==> config.mk <==
export PLATFORM = sky130hd
export DESIGN_NAME = hid_six_key_report_builder_unit
export DESIGN_NICKNAME = d
export VERILOG_FILES = /design/src/rtl/core/hid6_pkg.sv /design/src/rtl/core/hid6_list.sv /design/src/rtl/core/hid_six_key_report_builder_unit.sv
export SDC_FILE = /design/constraint.sdc
export NUM_CORES = 2
export LEC_CHECK = 0
export BUFFER_PORTS_ARGS = -buffer_cell sky130_fd_sc_hd__buf_2
export CORE_ASPECT_RATIO = 1.75
export CORE_UTILIZATION = 50
export DETAILED_ROUTE_END_ITERATION = 10
export PLACE_DENSITY = 0.75
export SETUP_SLACK_MARGIN = 0.1
export SKIP_LAST_GASP = 1
export SYNTH_ARGS = -nofsm -noshare
export SYNTH_HDL_FRONTEND = slang
export SYNTH_HIERARCHICAL = 1
export SYNTH_SLANG_ARGS = --single-unit
==> constraint.sdc <==
create_clock -name i_clk -period 8 [get_ports i_clk]
set_input_delay 1.2 -clock i_clk [delete_from_list [all_inputs] [get_ports i_clk]]
set_output_delay 1.2 -clock i_clk [all_outputs]
set_load 0.02 [all_outputs]
==> src/rtl/core/hid6_pkg.sv <==
`timescale 1ns / 1ps
// ----------------------------------------------------------------------------
// hid6_pkg
// Shared types and constants for the six-key keyboard report builder.
// ----------------------------------------------------------------------------
package hid6_pkg;

    localparam int SLOTS          = 6;
    localparam int KEY_W          = 8;
    localparam int KEY_CODES      = 256;
    localparam int MOD_BITS       = 8;
    localparam int MOD_IDX_W      = 3;
    localparam int COUNT_WIDTH_DEF = 8;

    // event codes
    localparam logic [1:0] MODE_KEY_PRESS   = 2'd0;
    localparam logic [1:0] MODE_KEY_RELEASE = 2'd1;
    localparam logic [1:0] MODE_MOD_PRESS   = 2'd2;
    localparam logic [1:0] MODE_MOD_RELEASE = 2'd3;

    typedef logic [KEY_W-1:0] t_key;
    typedef logic [SLOTS-1:0][KEY_W-1:0] t_list;

    // one update request for the pressed key list
    typedef struct packed {
        logic press;
        logic remove;
        t_key code;
    } t_list_cmd;

endpackage

==> src/rtl/core/hid6_list.sv <==
`timescale 1ns / 1ps
// ----------------------------------------------------------------------------
// hid6_list
// Ordered six-slot list of pressed keys: append, drop-oldest when full,
// and remove with shift-down of the later slots.
// ----------------------------------------------------------------------------
module hid6_list (
    input  logic              i_clk,
    input  logic              i_rst_n,
    input  hid6_pkg::t_list_cmd i_cmd,
    output hid6_pkg::t_list   o_list
);
    import hid6_pkg::*;

    t_list r_list;
    t_list n_list;
    t_list w_shift;
    logic  w_done;
    logic  w_seen;

    // slot i takes slot i+1, top slot cleared to zero
    assign w_shift = t_list'({{KEY_W{1'b0}}, r_list[SLOTS-1:1]});

    always_comb begin
        n_list = r_list;
        w_done = 1'b0;
        w_seen = 1'b0;
        if (i_cmd.press) begin
            for (int i = 0; i < SLOTS; i++) begin
                if (!w_done) begin
                    if (r_list[i] == i_cmd.code) begin
                        w_done = 1'b1;
                    end else if (r_list[i] == '0) begin
                        n_list[i] = i_cmd.code;
                        w_done    = 1'b1;
                    end
                end
            end
            // full list: drop the oldest, append at the end
            if (!w_done) begin
                n_list          = w_shift;
                n_list[SLOTS-1] = i_cmd.code;
            end
        end else if (i_cmd.remove) begin
            for (int i = 0; i < SLOTS; i++) begin
                if (r_list[i] == i_cmd.code) begin
                    w_seen = 1'b1;
                end
                if (w_seen) begin
                    n_list[i] = w_shift[i];
                end
            end
        end
    end

    always_ff @(posedge i_clk) begin
        if (!i_rst_n) begin
            r_list <= '0;
        end else begin
            r_list <= n_list;
        end
    end

    assign o_list = r_list;

endmodule

==> src/rtl/core/hid_six_key_report_builder_unit.sv <==
`timescale 1ns / 1ps
// ----------------------------------------------------------------------------
// hid_six_key_report_builder_unit
// Boot keyboard report builder: per-key and per-modifier press counts,
// six-slot pressed list, report sent only on change.
// ----------------------------------------------------------------------------
// One event is taken at a time. A key event steps through accept, count
// read, count write-back and list update, then the change check; a modifier
// event walks the 8 modifier bits one per cycle through the single
// saturating counter unit, then the change check. A key event with code zero
// goes to the change check at once. The change check waits while the output
// register still holds an untaken report. The 256-entry key count memory is
// cleared by per-entry valid bits, so no clearing pass follows reset.
module hid_six_key_report_builder_unit #(
    parameter int COUNT_WIDTH = hid6_pkg::COUNT_WIDTH_DEF
) (
    input  logic       i_clk,
    input  logic       i_rst_n,
    input  logic       i_valid,
    output logic       o_stall,
    input  logic [1:0] i_mode,
    input  logic [7:0] i_key_code,
    input  logic [7:0] i_modifier_mask,
    output logic       o_valid,
    input  logic       i_stall,
    output logic [7:0] o_report_modifiers,
    output logic [7:0] o_report_key_a,
    output logic [7:0] o_report_key_b,
    output logic [7:0] o_report_key_c,
    output logic [7:0] o_report_key_d,
    output logic [7:0] o_report_key_e,
    output logic [7:0] o_report_key_f
);
    import hid6_pkg::*;

    localparam logic [1:0] ST_IDLE  = 2'd0;
    localparam logic [1:0] ST_KEY   = 2'd1;
    localparam logic [1:0] ST_MOD   = 2'd2;
    localparam logic [1:0] ST_CHECK = 2'd3;

    typedef logic [COUNT_WIDTH-1:0] t_cnt;

    logic [1:0]           r_state, n_state;
    logic [1:0]           r_mode;
    t_key                 r_code;
    logic [MOD_BITS-1:0]  r_mask;
    logic [MOD_IDX_W-1:0] r_bit, n_bit;
    logic [MOD_BITS-1:0]  r_mod_bits, n_mod_bits;
    t_cnt                 r_mod_cnt [MOD_BITS];
    logic                 w_mod_we;

    t_cnt                 r_cnt_mem [KEY_CODES];
    logic [KEY_CODES-1:0] r_cnt_vld;
    t_cnt                 r_rd_data;
    logic                 r_rd_vld;
    logic                 w_mem_we;

    t_list                w_list;
    t_list_cmd            w_cmd;
    t_list                r_last;
    logic [MOD_BITS-1:0]  r_last_mods;
    logic                 r_o_valid;
    logic                 w_load;

    logic                 w_accept;
    logic                 w_up;
    t_cnt                 w_op;
    t_cnt                 w_new;
    logic                 w_new_zero;

    assign o_stall  = (r_state != ST_IDLE);
    assign w_accept = i_valid && !o_stall;
    assign w_up     = (r_mode == MODE_KEY_PRESS) || (r_mode == MODE_MOD_PRESS);

    // shared saturating up/down counter
    always_comb begin
        if (r_state == ST_MOD) begin
            w_op = r_mod_cnt[r_bit];
        end else begin
            w_op = r_rd_vld ? r_rd_data : '0;
        end
        if (w_up) begin
            w_new = (w_op == '1) ? w_op : w_op + t_cnt'(1);
        end else begin
            w_new = (w_op == '0) ? w_op : w_op - t_cnt'(1);
        end
        w_new_zero = (w_new == '0);
    end

    always_comb begin
        n_state    = r_state;
        n_bit      = r_bit;
        n_mod_bits = r_mod_bits;
        w_mod_we   = 1'b0;
        w_mem_we   = 1'b0;
        w_load     = 1'b0;
        w_cmd      = '0;
        w_cmd.code = r_code;
        case (r_state)
            ST_IDLE: begin
                if (w_accept) begin
                    n_bit = '0;
                    if (i_mode == MODE_KEY_PRESS || i_mode == MODE_KEY_RELEASE) begin
                        n_state = (i_key_code == '0) ? ST_CHECK : ST_KEY;
                    end else begin
                        n_state = ST_MOD;
                    end
                end
            end
            ST_KEY: begin
                w_mem_we     = 1'b1;
                w_cmd.press  = (r_mode == MODE_KEY_PRESS);
                w_cmd.remove = (r_mode == MODE_KEY_RELEASE) && w_new_zero;
                n_state      = ST_CHECK;
            end
            ST_MOD: begin
                if (r_mask[r_bit]) begin
                    w_mod_we = 1'b1;
                    if (w_up) begin
                        n_mod_bits[r_bit] = 1'b1;
                    end else if (w_new_zero) begin
                        n_mod_bits[r_bit] = 1'b0;
                    end
                end
                if (r_bit == MOD_IDX_W'(MOD_BITS - 1)) begin
                    n_state = ST_CHECK;
                end else begin
                    n_bit = r_bit + MOD_IDX_W'(1);
                end
            end
            ST_CHECK: begin
                if (w_list == r_last && r_mod_bits == r_last_mods) begin
                    n_state = ST_IDLE;
                end else if (!r_o_valid || !i_stall) begin
                    w_load  = 1'b1;
                    n_state = ST_IDLE;
                end
            end
            default: begin
                n_state = ST_IDLE;
            end
        endcase
    end

    hid6_list u_list (
        .i_clk   (i_clk),
        .i_rst_n (i_rst_n),
        .i_cmd   (w_cmd),
        .o_list  (w_list)
    );

    // control and state
    always_ff @(posedge i_clk) begin
        if (!i_rst_n) begin
            r_state     <= ST_IDLE;
            r_bit       <= '0;
            r_mod_bits  <= '0;
            r_cnt_vld   <= '0;
            r_o_valid   <= 1'b0;
            r_last      <= '0;
            r_last_mods <= '0;
            for (int i = 0; i < MOD_BITS; i++) begin
                r_mod_cnt[i] <= '0;
            end
        end else begin
            r_state    <= n_state;
            r_bit      <= n_bit;
            r_mod_bits <= n_mod_bits;
            if (w_mod_we) begin
                r_mod_cnt[r_bit] <= w_new;
            end
            if (w_mem_we) begin
                r_cnt_vld[r_code] <= 1'b1;
            end
            // output register doubles as the last sent report
            if (w_load) begin
                r_o_valid   <= 1'b1;
                r_last      <= w_list;
                r_last_mods <= r_mod_bits;
            end else if (!i_stall) begin
                r_o_valid <= 1'b0;
            end
        end
    end

    // event beat capture
    always_ff @(posedge i_clk) begin
        if (w_accept) begin
            r_mode <= i_mode;
            r_code <= i_key_code;
            r_mask <= i_modifier_mask;
        end
    end

    // key count memory, registered read
    always_ff @(posedge i_clk) begin
        if (w_mem_we) begin
            r_cnt_mem[r_code] <= w_new;
        end
        if (w_accept) begin
            r_rd_data <= r_cnt_mem[i_key_code];
        end
    end

    always_ff @(posedge i_clk) begin
        if (w_accept) begin
            r_rd_vld <= r_cnt_vld[i_key_code];
        end
    end

    assign o_valid            = r_o_valid;
    assign o_report_modifiers = r_last_mods;
    assign o_report_key_a     = r_last[0];
    assign o_report_key_b     = r_last[1];
    assign o_report_key_c     = r_last[2];
    assign o_report_key_d     = r_last[3];
    assign o_report_key_e     = r_last[4];
    assign o_report_key_f     = r_last[5];

endmodule
==> results.json <==
{
  "max-slew-margin-rel": 0.120,
  "drv_slew": 0,
  "synth_top_cell_area_share": 0.647,
  "rsz0062_at_grt": "no",
  "crit_path_start_kind": "flop",
  "synthAdderAreaFrac": 0.00113,
  "cts_buffers": 207,
  "slowest_stage": "mux2i_1",
  "grt_pass1_vias": 51200,
  "fin_tns_setup_ps": 0,
  "worstPathCellList": "inv_1, ha_1, nor2b_1, nand2_1, o21ai_1, inv_1, ha_1, o211ai_2, or3_4, nor4_1, nor4b_4, nand4_1, nand4b_4, nor4_2, nand2_1, mux2i_1, o21ai_0, a31oi_1",
  "max_stage_delay_ps": 880,
  "boundaryPins": 80,
  "crit_path_end_kind": "flop",
  "power.share.clock": 0.321,
  "finalSetupViolations": 0,
  "crit_cells": 18,
  "post-cts-setup-buffer-count": 0,
  "async_flop_share": 0,
  "routedWlPerCell_um": 30.5,
  "ant_nets": 0,
  "p_leak_nw": 35.0,
  "drc": 0,
  "fp.dieW_um": 339,
  "cts_tree": "yes",
  "cp_num_buf_inv": 2,
  "seqPwrFrac": 0.532,
  "rr_worst_depth": 18,
  "rows": 216,
  "gp_congestion": 0.931,
  "critPathArrivalTime_ps": 6990,
  "grt_usage": 0.241,
  "p_sw_frac": 0.269,
  "hold_viol_final": 0,
  "fp.dieArea_mm2": 0.200,
  "cts.sinks": 2516,
  "fin_crit_sh": 0.780,
  "grt_max_degree": 201,
  "synth_common_cells": "edfxtp_1, mux4_2, dfxtp_1",
  "hold_depth": 1,
  "yosysMostFrequentCell": "edfxtp_1",
  "worst_pin_slew_ps": 1320,
  "drtIter0Drc": 4836,
  "powerDensity_mw_per_mm2": 294,
  "synth_edf_count": 2139,
  "crit_type": "reg -> reg",
  "core_area_mm2": 0.198,
  "final_nets": 5160,
  "p_total_w": 0.0321,
  "viasPerCell": 6.29,
  "crit_family": "simple AND/OR/NAND/NOR gates",
  "portBuffers": 79,
  "antenna_found_initial": 5,
  "synth_top_area_cell": "edfxtp_1",
  "clock_skew_ps": 39.2,
  "yosys_most_used_dff": "edfxtp_1",
  "cts_resized": 0,
  "clock_latency_ps": 840,
  "synth_compound_area_frac": 0.0380,
  "postCtsHoldBufs": 0,
  "muxShareOfSynthArea": 0.180,
  "synth_xor_area_frac": 0.00899,
  "vias": 49900,
  "synth_top_family_by_area": "multiplexers",
  "firstDrtPassIters": 9,
  "clk_pin_slew_ps": 70,
  "max_freq_mhz": 160,
  "path_max_fanout": 16,
  "yosys.area_share.simple": 0.0340,
  "routed_wl_mm": 242,
  "synth_area_mm2": 0.0993,
  "cap_violations": 0,
  "syn_to_final_growth_pct": 10.3,
  "root_buffer": "clkbuf_16",
  "dpl.hpwl_mm": 152,
  "cts.path.max_buffers": 4,
  "fillers": 14400,
  "synth_seq_area_share": 0.723,
  "synthCells": 5041,
  "hp-class": "reg -> reg",
  "avgSynthCellArea_um2": 19.7,
  "synth_cell_types": 94,
  "chipHeight_um": 591,
  "initial_core_util": 0.502,
  "yosys_warnings": 6,
  "synth.area.top_cells": "edfxtp_1, mux4_2, dfxtp_1",
  "htree_levels": 4,
  "grt_pass1_wl_mm": 351,
  "synth_fp_nets": 5072,
  "drive_gt1_frac": 0.247,
  "outcome": "finished, final reports clean",
  "required_ps": 8750,
  "finalCriticalPeriod_ps": 6240,
  "ir_drop_uv": 382,
  "p_int_w": 0.0235,
  "p_switching_w": 0.00864,
  "gr-total-overflow": 0,
  "synth-seq-cells": 2516,
  "combPwrFrac": 0.147
}
cells in the final DEF, fill, tap and decap left out, types with 28 or more instances in the layout:
master and count:
buf_2 75, xor2_1 54, mux4_2 735, a21oi_1 33, nor2_1 353, nand2_1 117
nand3_1 36, a31oi_1 30, o21a_1 261, o22ai_1 28, clkbuf_16 211, xnor2_1 46
clkinv_2 35, dfxtp_1 377, nor2b_1 70, clkbuf_1 38, buf_4 85, o21ai_0 54
mux2i_1 99, edfxtp_1 2139
per-layer routing:
| metal | GRT usage | vias up | share of wire |
|---|---|---|---|
| li1 | - | 20700 | - |
| met1 | 0.266 | 26200 | 0.33 |
| met2 | 0.438 | 2352 | 0.54 |
| met3 | 0.0326 | 639 | 0.066 |
| met4 | 0.148 | 0 | 0.068 |
| met5 | 0 | - | 0 |
power by group through the flow:
stage / combinational (W) / sequential [W] / clock, W
finish: 0.00474 / 0.0171 / 0.0103
global route: 0.00500 / 0.0171 / 0.0108
detailed placement: 0.00473 / 0.0174 / 0
CTS: 0.00474 / 0.0171 / 0.0104
global placement: 0.00446 / 0.0173 / 0
floorplan: 0.00274 / 0.0177 / 0
sequential cells by signal, summed over array words and instances (netlist names), 48 cells and up, named ones only:
signal         flops
r_mod_cnt         64
r_cnt_vld        256
u_list/o_list     48
r_cnt_mem       2048
worst paths after layout:
| kind | start | endpoint | slack (ps) |
|---|---|---|---|
| hold / removal | r_cnt_vld[98] | r_cnt_vld[98] | 460 |
| hold reg to reg | r_cnt_vld[98] | r_cnt_vld[98] | 460 |
| setup reg to reg | r_state[0] | u_list/o_list[36] | 1760 |
| setup / recovery | r_state[0] | u_list/o_list[36] | 1760 |
cell families after synthesis:
family                   Yosys count
flip-flops                      2516
AO/OA/AOI/OAI                    514
adder cells (fa/ha/maj)            9
buffers and inverters            339
multiplexers                     859
XOR/XNOR                         101
AND/OR/NAND/NOR                  703
area by class of cell:
type	count	area, µm²	area share
Clock inverter	118	1230	0.0112
Timing Repair Buffer	181	1410	0.0129
Clock buffer	260	5570	0.0509
Multi-Input combinational cell	2186	26000	0.237
Sequential cell	2516	71800	0.656
Antenna cell	8	20.0	0.000183
Inverter	37	204	0.00186
Tap cell	2616	3270	0.0299
per-stage QoR:
step                      area [µm²]  hold slack (ps)  setup slack [ps]  std cells   util
after floorplan                99300              435              1880       5041      -
after global placement        103000              440              2020       7536  0.520
after detailed placement      103000              448              1880       7536  0.520
after CTS                     109000              463              1850       7914  0.554
after global routing          109000              473              1400       7917  0.554
final                         109000              460              1760       7922  0.554
Note: power is estimated with default switching activity, not from simulation.
